File: src/rtl/trrt_pkg.sv
// Shared types, widths and sequence-compare helpers for the TCP receive range tracker.
package trrt_pkg;

    localparam int SEQ_W           = 32;
    localparam int LEN_W           = 16;
    localparam int READABLE_W      = 17;
    localparam int RUN_SLOTS_DEF   = 8;
    localparam int RING_BYTES_DEF  = 65536;

    typedef struct packed {
        logic [SEQ_W-1:0] head;
        logic [SEQ_W-1:0] tail;
    } run_t;

    // True when a is strictly after b in modulo 2^32 sequence space.
    function automatic logic seq_after(input logic [SEQ_W-1:0] a, input logic [SEQ_W-1:0] b);
        logic [SEQ_W-1:0] d;
        d = a - b;
        return (d != '0) && !d[SEQ_W-1];
    endfunction

    // True when a is at or after b in modulo 2^32 sequence space.
    function automatic logic seq_at_or_after(input logic [SEQ_W-1:0] a,
                                             input logic [SEQ_W-1:0] b);
        logic [SEQ_W-1:0] d;
        d = a - b;
        return !d[SEQ_W-1];
    endfunction

endpackage

File: src/rtl/tcp_reassembly_range_tracker_core.sv
// Top level of the TCP receive range tracker: window clipping, run merging and absorbing.
// A consume transaction passes the consume and result states. A segment goes from prep
// straight to result when ignored or past the window, passes trim too when already received,
// walks the slot compares before the drop when the table is full, and otherwise walks the
// slot compares and slot moves of the merge and absorb walks; the one table read port sets
// this. Input is ready once the result is loaded; a result may wait at the output.
// Reset clears both cursors and the run count to zero; the run table is not cleared.
module tcp_reassembly_range_tracker_core #(
    parameter int RUN_SLOTS  = trrt_pkg::RUN_SLOTS_DEF,
    parameter int RING_BYTES = trrt_pkg::RING_BYTES_DEF
) (
    input  logic          clk,
    input  logic          rst_n,
    input  logic          cfg_valid,
    output logic          cfg_ready,
    input  logic [31:0]   cfg_data,        // initial_receive_next
    input  logic          s_axis_tvalid,
    output logic          s_axis_tready,
    input  logic [47:0]   s_axis_tdata,    // sequence_req[31:0], length[47:32]
    input  logic [0:0]    s_axis_tuser,    // op[0]
    output logic          m_axis_tvalid,
    input  logic          m_axis_tready,
    // write_start[31:0], write_skip[47:32], write_length[63:48], taken[79:64],
    // read_start[111:80], next_expected[143:112], readable[160:144], zero pad to 167
    output logic [167:0]  m_axis_tdata,
    output logic [1:0]    m_axis_tuser     // accepted[0], dropped_no_slot[1]
);

    localparam int SW    = trrt_pkg::SEQ_W;
    localparam int LW    = trrt_pkg::LEN_W;
    localparam int RW    = trrt_pkg::READABLE_W;
    localparam int IDX_W = (RUN_SLOTS > 1) ? $clog2(RUN_SLOTS) : 1;
    localparam int CNT_W = $clog2(RUN_SLOTS + 1);
    localparam int PAD_W = 168 - (3 * SW + 3 * LW + RW);

    typedef enum logic [9:0] {
        ST_IDLE    = 10'b0000000001,
        ST_PREP    = 10'b0000000010,
        ST_TRIM    = 10'b0000000100,
        ST_MERGE   = 10'b0000001000,
        ST_MOVE    = 10'b0000010000,
        ST_INSERT  = 10'b0000100000,
        ST_ABSORB  = 10'b0001000000,
        ST_AMOVE   = 10'b0010000000,
        ST_CONSUME = 10'b0100000000,
        ST_RESULT  = 10'b1000000000
    } state_t;

    state_t             state_reg, state_next;
    logic [SW-1:0]      nio_reg, nio_next;
    logic [SW-1:0]      rc_reg, rc_next;
    logic [CNT_W-1:0]   cnt_reg, cnt_next;
    logic [CNT_W-1:0]   idx_reg, idx_next;
    logic               op_reg, op_next;
    logic [SW-1:0]      s_reg, s_next;
    logic [SW-1:0]      e_reg, e_next;
    logic [LW-1:0]      len_reg, len_next;
    logic [LW-1:0]      skip_reg, skip_next;
    logic               acc_reg, acc_next;
    logic               drop_reg, drop_next;
    logic [SW-1:0]      wstart_reg, wstart_next;
    logic [LW-1:0]      wlen_reg, wlen_next;
    logic [LW-1:0]      taken_reg, taken_next;
    logic [SW-1:0]      rstart_reg, rstart_next;
    logic               out_valid_reg, out_valid_next;
    logic [167:0]       out_data_reg, out_data_next;
    logic [1:0]         out_user_reg, out_user_next;

    logic               tbl_wr_en;
    logic [IDX_W-1:0]   tbl_wr_addr;
    trrt_pkg::run_t     tbl_wr_run;
    logic [IDX_W-1:0]   tbl_rd_addr;
    trrt_pkg::run_t     tbl_rd_run;

    logic [SW-1:0]      seg_end;
    logic [SW-1:0]      win_end;
    logic [SW-1:0]      avail;
    logic [SW-1:0]      nio_gap;
    logic [LW-1:0]      take;
    logic               scan_live;

    trrt_run_table #(
        .SLOTS (RUN_SLOTS),
        .IDX_W (IDX_W)
    ) u_table (
        .clk     (clk),
        .wr_en   (tbl_wr_en),
        .wr_addr (tbl_wr_addr),
        .wr_run  (tbl_wr_run),
        .rd_addr (tbl_rd_addr),
        .rd_run  (tbl_rd_run)
    );

    assign cfg_ready     = (state_reg == ST_IDLE);
    assign s_axis_tready = (state_reg == ST_IDLE);
    assign m_axis_tvalid = out_valid_reg;
    assign m_axis_tdata  = out_data_reg;
    assign m_axis_tuser  = out_user_reg;

    assign seg_end   = s_reg + SW'(len_reg);
    assign win_end   = rc_reg + SW'(RING_BYTES);
    assign avail     = nio_reg - rc_reg;
    assign nio_gap   = nio_reg - s_reg;
    assign take      = ({{(SW-LW){1'b0}}, len_reg} < avail) ? len_reg : avail[LW-1:0];
    assign scan_live = (idx_reg < cnt_reg);

    always_comb
    begin
        tbl_rd_addr = idx_reg[IDX_W-1:0];
        if ((state_reg == ST_MOVE) || (state_reg == ST_AMOVE))
        begin
            tbl_rd_addr = cnt_reg[IDX_W-1:0];
        end
    end

    always_comb
    begin
        state_next     = state_reg;
        nio_next       = nio_reg;
        rc_next        = rc_reg;
        cnt_next       = cnt_reg;
        idx_next       = idx_reg;
        op_next        = op_reg;
        s_next         = s_reg;
        e_next         = e_reg;
        len_next       = len_reg;
        skip_next      = skip_reg;
        acc_next       = acc_reg;
        drop_next      = drop_reg;
        wstart_next    = wstart_reg;
        wlen_next      = wlen_reg;
        taken_next     = taken_reg;
        rstart_next    = rstart_reg;
        out_valid_next = out_valid_reg;
        out_data_next  = out_data_reg;
        out_user_next  = out_user_reg;
        tbl_wr_en      = 1'b0;
        tbl_wr_addr    = idx_reg[IDX_W-1:0];
        tbl_wr_run     = tbl_rd_run;

        if (out_valid_reg && m_axis_tready)
        begin
            out_valid_next = 1'b0;
        end

        case (state_reg)
            ST_IDLE:
            begin
                if (cfg_valid)
                begin
                    nio_next = cfg_data;
                    rc_next  = cfg_data;
                    cnt_next = '0;
                end
                if (s_axis_tvalid)
                begin
                    op_next     = s_axis_tuser[0];
                    s_next      = s_axis_tdata[SW-1:0];
                    len_next    = s_axis_tdata[SW+LW-1:SW];
                    skip_next   = '0;
                    acc_next    = 1'b0;
                    drop_next   = 1'b0;
                    wstart_next = '0;
                    wlen_next   = '0;
                    taken_next  = '0;
                    rstart_next = '0;
                    state_next  = s_axis_tuser[0] ? ST_CONSUME : ST_PREP;
                end
            end
            ST_PREP:
            begin
                e_next = trrt_pkg::seq_after(seg_end, win_end) ? win_end : seg_end;
                if ((len_reg == '0) || trrt_pkg::seq_at_or_after(s_reg, win_end))
                begin
                    state_next = ST_RESULT;
                end
                else
                begin
                    state_next = ST_TRIM;
                end
            end
            ST_TRIM:
            begin
                idx_next = '0;
                if (trrt_pkg::seq_at_or_after(nio_reg, e_reg))
                begin
                    state_next = ST_RESULT;
                end
                else
                begin
                    if (trrt_pkg::seq_after(nio_reg, s_reg))
                    begin
                        skip_next   = nio_gap[LW-1:0];
                        s_next      = nio_reg;
                        wstart_next = nio_reg;
                        wlen_next   = LW'(e_reg - nio_reg);
                    end
                    else
                    begin
                        wstart_next = s_reg;
                        wlen_next   = LW'(e_reg - s_reg);
                    end
                    state_next = ST_MERGE;
                end
            end
            ST_MERGE:
            begin
                if (!scan_live)
                begin
                    state_next = ST_INSERT;
                end
                else if (trrt_pkg::seq_after(tbl_rd_run.head, e_reg) ||
                         trrt_pkg::seq_after(s_reg, tbl_rd_run.tail))
                begin
                    idx_next = idx_reg + 1'b1;
                end
                else
                begin
                    if (trrt_pkg::seq_after(s_reg, tbl_rd_run.head))
                    begin
                        s_next = tbl_rd_run.head;
                    end
                    if (trrt_pkg::seq_after(tbl_rd_run.tail, e_reg))
                    begin
                        e_next = tbl_rd_run.tail;
                    end
                    cnt_next   = cnt_reg - 1'b1;
                    state_next = ST_MOVE;
                end
            end
            ST_MOVE:
            begin
                tbl_wr_en  = 1'b1;
                state_next = ST_MERGE;
            end
            ST_INSERT:
            begin
                if (cnt_reg >= CNT_W'(RUN_SLOTS))
                begin
                    drop_next   = 1'b1;
                    skip_next   = '0;
                    wstart_next = '0;
                    wlen_next   = '0;
                    state_next  = ST_RESULT;
                end
                else
                begin
                    tbl_wr_en       = 1'b1;
                    tbl_wr_addr     = cnt_reg[IDX_W-1:0];
                    tbl_wr_run.head = s_reg;
                    tbl_wr_run.tail = e_reg;
                    cnt_next        = cnt_reg + 1'b1;
                    acc_next        = 1'b1;
                    idx_next        = '0;
                    state_next      = ST_ABSORB;
                end
            end
            ST_ABSORB:
            begin
                if (!scan_live)
                begin
                    state_next = ST_RESULT;
                end
                else if (tbl_rd_run.head == nio_reg)
                begin
                    nio_next   = tbl_rd_run.tail;
                    cnt_next   = cnt_reg - 1'b1;
                    state_next = ST_AMOVE;
                end
                else
                begin
                    idx_next = idx_reg + 1'b1;
                end
            end
            ST_AMOVE:
            begin
                tbl_wr_en  = 1'b1;
                idx_next   = '0;
                state_next = ST_ABSORB;
            end
            ST_CONSUME:
            begin
                rstart_next = rc_reg;
                rc_next     = rc_reg + SW'(take);
                taken_next  = take;
                state_next  = ST_RESULT;
            end
            ST_RESULT:
            begin
                if (!out_valid_reg || m_axis_tready)
                begin
                    out_valid_next = 1'b1;
                    out_data_next  = {{PAD_W{1'b0}}, avail[RW-1:0], nio_reg, rstart_reg,
                                      taken_reg, wlen_reg, skip_reg, wstart_reg};
                    out_user_next  = {drop_reg, acc_reg};
                    state_next     = ST_IDLE;
                end
            end
            default:
            begin
                state_next = ST_IDLE;
            end
        endcase
    end

    always_ff @(posedge clk or negedge rst_n)
    begin
        if (!rst_n)
        begin
            state_reg     <= ST_IDLE;
            nio_reg       <= '0;
            rc_reg        <= '0;
            cnt_reg       <= '0;
            idx_reg       <= '0;
            out_valid_reg <= 1'b0;
        end
        else
        begin
            state_reg     <= state_next;
            nio_reg       <= nio_next;
            rc_reg        <= rc_next;
            cnt_reg       <= cnt_next;
            idx_reg       <= idx_next;
            out_valid_reg <= out_valid_next;
        end
    end

    always_ff @(posedge clk)
    begin
        op_reg       <= op_next;
        s_reg        <= s_next;
        e_reg        <= e_next;
        len_reg      <= len_next;
        skip_reg     <= skip_next;
        acc_reg      <= acc_next;
        drop_reg     <= drop_next;
        wstart_reg   <= wstart_next;
        wlen_reg     <= wlen_next;
        taken_reg    <= taken_next;
        rstart_reg   <= rstart_next;
        out_data_reg <= out_data_next;
        out_user_reg <= out_user_next;
    end

endmodule

File: src/rtl/trrt_run_table.sv
// Table of stored out-of-order runs with one write port and one read port.
module trrt_run_table #(
    parameter int SLOTS = trrt_pkg::RUN_SLOTS_DEF,
    parameter int IDX_W = (SLOTS > 1) ? $clog2(SLOTS) : 1
) (
    input  logic              clk,
    input  logic              wr_en,
    input  logic [IDX_W-1:0]  wr_addr,
    input  trrt_pkg::run_t    wr_run,
    input  logic [IDX_W-1:0]  rd_addr,
    output trrt_pkg::run_t    rd_run
);

    trrt_pkg::run_t slots_reg [SLOTS];

    always_ff @(posedge clk)
    begin
        if (wr_en)
        begin
            slots_reg[wr_addr] <= wr_run;
        end
    end

    assign rd_run = slots_reg[rd_addr];

endmodule

File: config.mk
export PLATFORM = sky130hd
export DESIGN_NAME = tcp_reassembly_range_tracker_core
export DESIGN_NICKNAME = d
export VERILOG_FILES = /design/src/rtl/trrt_pkg.sv /design/src/rtl/tcp_reassembly_range_tracker_core.sv /design/src/rtl/trrt_run_table.sv
export SDC_FILE = /design/constraint.sdc
export NUM_CORES = 2
export LEC_CHECK = 0
export BUFFER_PORTS_ARGS = -buffer_cell sky130_fd_sc_hd__buf_2
export CAP_MARGIN = 15
export CORE_MARGIN = 1.5
export CORE_UTILIZATION = 50
export CTS_BUF_LIST = sky130_fd_sc_hd__clkbuf_8
export CTS_CLUSTER_SIZE = 24
export DETAILED_ROUTE_END_ITERATION = 6
export PLACE_DENSITY = 0.67
export SYNTH_ARGS = -nofsm -noshare
export SYNTH_HDL_FRONTEND = slang
export SYNTH_HIERARCHICAL = 1
export SYNTH_SLANG_ARGS = --single-unit
File: constraint.sdc
create_clock -name clk -period 12.7 [get_ports clk]
set_input_delay 2.54 -clock clk [delete_from_list [all_inputs] [get_ports clk]]
set_output_delay 2.54 -clock clk [all_outputs]
set_load 0.1 [all_outputs]
==> impl_metrics.yaml <==
run_status:
  status: "finished with violations"
  failed_checks: "DRC"
clock_tree:
  holdBufCountCts: 0
  clock_insertion_delay_worst_skew_ns: 0.86
  cts.reportedPaths.clkPinSlew_ns: 0.06
  cts_htree_levels: 4
  count_of_buffers_added_by_post_cts_timing_repair_for_setup: 0
  clock_tree_from_tritoncts: "built"
  postCtsResizedCells: 0
  cts_buffer_depth: 3
  clock-sinks: 952
  num_cts_buffers: 153
  cts-root-buf: "sky130_fd_sc_hd__clkbuf_8"
sta:
  period_minus_slack_ns: 9.352
  worst-slew-pin-transition_ns: 1.115
  timing_max_transition_violations_final: 0
  tns_ns: 0
  final.period_utilization: 0.7364
  finalSetupViolations: 0
  timing.clock.skew_ns: 0.02951
  maxClockFrequency_mhz: 106.9
  max_transition_margin: 0.2489
  timing.final.hold_violations: 0
  rsz0062_at_grt: "no"
finish:
  finish.cell_count_without_fillers: 6697
  sequential_cell_area_sq_um: 28170
  area_delta_synth_final_pct: 11.34
  layout.nets: 5534
  postLayoutCellArea_sq_um: 61720
  fillCellCount: 9199
  post_route_cells_drive_above_1_share: 0.1664
  flip_flop_count_of_the_largest_register_all_copies_and_words_added: 512
  area_taken_by_multi_input_logic_gates_sq_um: 25470
logic_synthesis:
  synthTopCellsByArea: "sky130_fd_sc_hd__edfxtp_1 (47%), sky130_fd_sc_hd__ha_1 (7.8%), sky130_fd_sc_hd__mux4_2 (5.2%), sky130_fd_sc_hd__dfrtp_1 (3.7%), sky130_fd_sc_hd__o21ai_0 (2.6%)"
  ys_top_cells_by_count: "sky130_fd_sc_hd__edfxtp_1 (869), sky130_fd_sc_hd__nand2_1 (348), sky130_fd_sc_hd__ha_1 (345)"
  synth.most_common_cell: "sky130_fd_sc_hd__edfxtp_1"
  post_synthesis_average_cell_area_sq_um: 11.63
  synthDominantAreaCellType: "sky130_fd_sc_hd__edfxtp_1"
  yosysSeqAreaShare: 0.5082
  post-synth-top-area-fraction: 0.4707
  synthFlopType: "sky130_fd_sc_hd__edfxtp_1"
  synth_enable_flop_cells: 869
  synthesis.yosys.warnings: 6
  ys_async_sr_fraction: 0.08718
  synthesis.instances: 4765
  synthDistinctLibCells: 100
  count_of_state_elements_after_synthesis: 952
  synth_area_sq_um: 55430
route:
  route.detailed.drc: 3
  avgViaCountPerCell: 6.423
  drt-total-wl_mm: 193.0
  wl_per_cell_um: 28.81
  initial_drt_markers: 5709
  drt_first_pass_iters: 7
  via_count: 43020
  drt.antenna.violating_nets: 0
grt:
  global_route_wire_length_before_repair_mm: 275.2
  grt_antenna_before_repair: 2
  globalRouteTotalUtil: 0.3380
  grt_start_max_net_pins: 145
  number_of_global_route_vias_before_repair: 40320
  overflow: 0
placement:
  cell_area_after_placement_sq_um: 58620
  port-buffer-count: 251
  placedCellCount: 6410
  finalWeightedCongestion: 1.049
  place_hpwl_mm: 140.8
die:
  starting_density_of_the_core: 0.5064
  fp-row-count: 121
  chipWidth_um: 336.0
  floorplan.die.height_um: 336.0
  floorplan.die_area_sq_um: 112900
  number_of_ports_placed_on_the_die_boundary: 259
  design.core.area_sq_um: 109500
run:
  drv.max_cap_violation_count: 0
critical_path:
  critical_path.max_stage_delay_ns: 0.73
  timing.critical_path.arrival_ns: 10.10
  cpMaxStageDelayCell: "sky130_fd_sc_hd__o31ai_1"
  worst-endpoint-required_ns: 13.45
  cp-startpoint: "nio_reg[2]"
  critPathLaunchType: "flip-flop"
  worstSetupPathType: "reg2reg"
  crit_fanout: 16
  end_kind: "flip-flop"
  regToRegStartpoint: "nio_reg[2]"
power_and_ir_drop:
  pwr_density_cell_nw_per_um2: 312.0
  vdd_ir_drop_max_v: 0.0002832
  static-leakage-power_uw: 0.02350
min_path:
  hold_path_startpoint: "rstart_reg[21]"
  timing.hold.worst.class: "reg2reg"
==> where the power goes <==
part | internal (uW) | leakage, uW | total [uW] | switching [uW]
clock network | 1400 | 0.00172 | 2680 | 1280
registers | 4250 | 0.00896 | 4620 | 363
logic | 4140 | 0.0128 | 12000 | 7820
total | 9790 | 0.0235 | 19300 | 9460
==> worst max-delay path, delay by kind of cell, from the launching register on <==
family                   cells  cell delay (ns)
XOR/XNOR                     1             0.23
flip-flops                   1             0.61
AO/OA/AOI/OAI               22             5.15
multiplexers                 1             0.38
adder cells (fa/ha/maj)      3             1.09
AND/OR/NAND/NOR              6             1.28
buffers and inverters        3             0.45
==> kinds of logic (layout without fill, tap and decap cells) <==
kind of cell,after synthesis,in the layout,synth area share
and+or+nand+nor,1276,1276,0.1119
xor gates and xnor gates,183,183,0.02916
adders and majority gates,356,356,0.08184
other,1,11,0.00006765
AOI/OAI and AO/OA,1206,1206,0.1444
DFF,952,952,0.5082
muxes,314,314,0.08873
buffers and inverters,477,923,0.03562
==> layer usage <==
metal / vias up / track usage / share of wire
met1: 21160 / 0.4585 / 0.40
li1: 18960 / - / -
met3: 472 / 0.07428 / 0.10
met5: - / 0 / 0.000067
met4: 2 / 0.2070 / 0.068
met2: 2418 / 0.4956 / 0.43
==> worst paths after layout <==
path | to | slack, ns | cells past startpoint
max reg2reg | rc_reg[23] | 3.35 | 36
min reg2reg | m_axis_tdata[101] | 0.42 | 0
max in group asynchronous | nio_reg[2] | 9.88 | 2
min | m_axis_tdata[101] | 0.42 | 0
max | rc_reg[23] | 3.35 | 36
min in group asynchronous | rc_reg[17] | 1.61 | 1
==> per-stage QoR <==
stage | setup slack, ns | utilization | hold slack, ns | total power [uW]
floorplan | 2.162 | - | 0.4003 | 12720
global placement | 3.729 | 0.5354 | 0.4003 | 16170
detailed placement | 3.630 | 0.5355 | 0.4045 | 16160
CTS | 3.517 | 0.5635 | 0.4075 | 18920
global route | 2.916 | 0.5638 | 0.4175 | 20270
finish | 3.348 | 0.5639 | 0.4162 | 19250
==> layout by cell type (no fill, tap or decap), drive strengths merged, types with 18 or more instances in the layout <==
master / instances
mux2i: 93
o211ai: 38
nor2: 333
and2: 37
xnor2: 134
o31ai: 22
ha: 345
nand2: 349
o21bai: 30
nor2b: 54
buf: 350
a21oi: 282
inv: 344
clkinv: 54
a21o: 77
dfrtp: 82
a2111oi: 21
a31oi: 30
nor4: 39
o21ai: 310
edfxtp: 869
nor3: 92
clkbuf: 160
a221o: 25
o32ai: 20
o21a: 48
xor2: 48
or3: 32
or2: 18
nand4: 65
nand3: 99
mux2: 93
nand2b: 51
mux4: 128
and3: 41
o22ai: 21
nor3b: 19
a22oi: 35
a211oi: 52
==> area by class of cell <==
cell class,count,share of cell area
flip-flops and latches,952,0.4564
well taps,1476,0.02992
clock buffers,158,0.03523
repair buffers,352,0.03349
clock inverters,122,0.01439
inverters,291,0.01770
multi-input cells,3342,0.4127
diodes,4,0.0001622
Power figures use the tool's default switching activity.
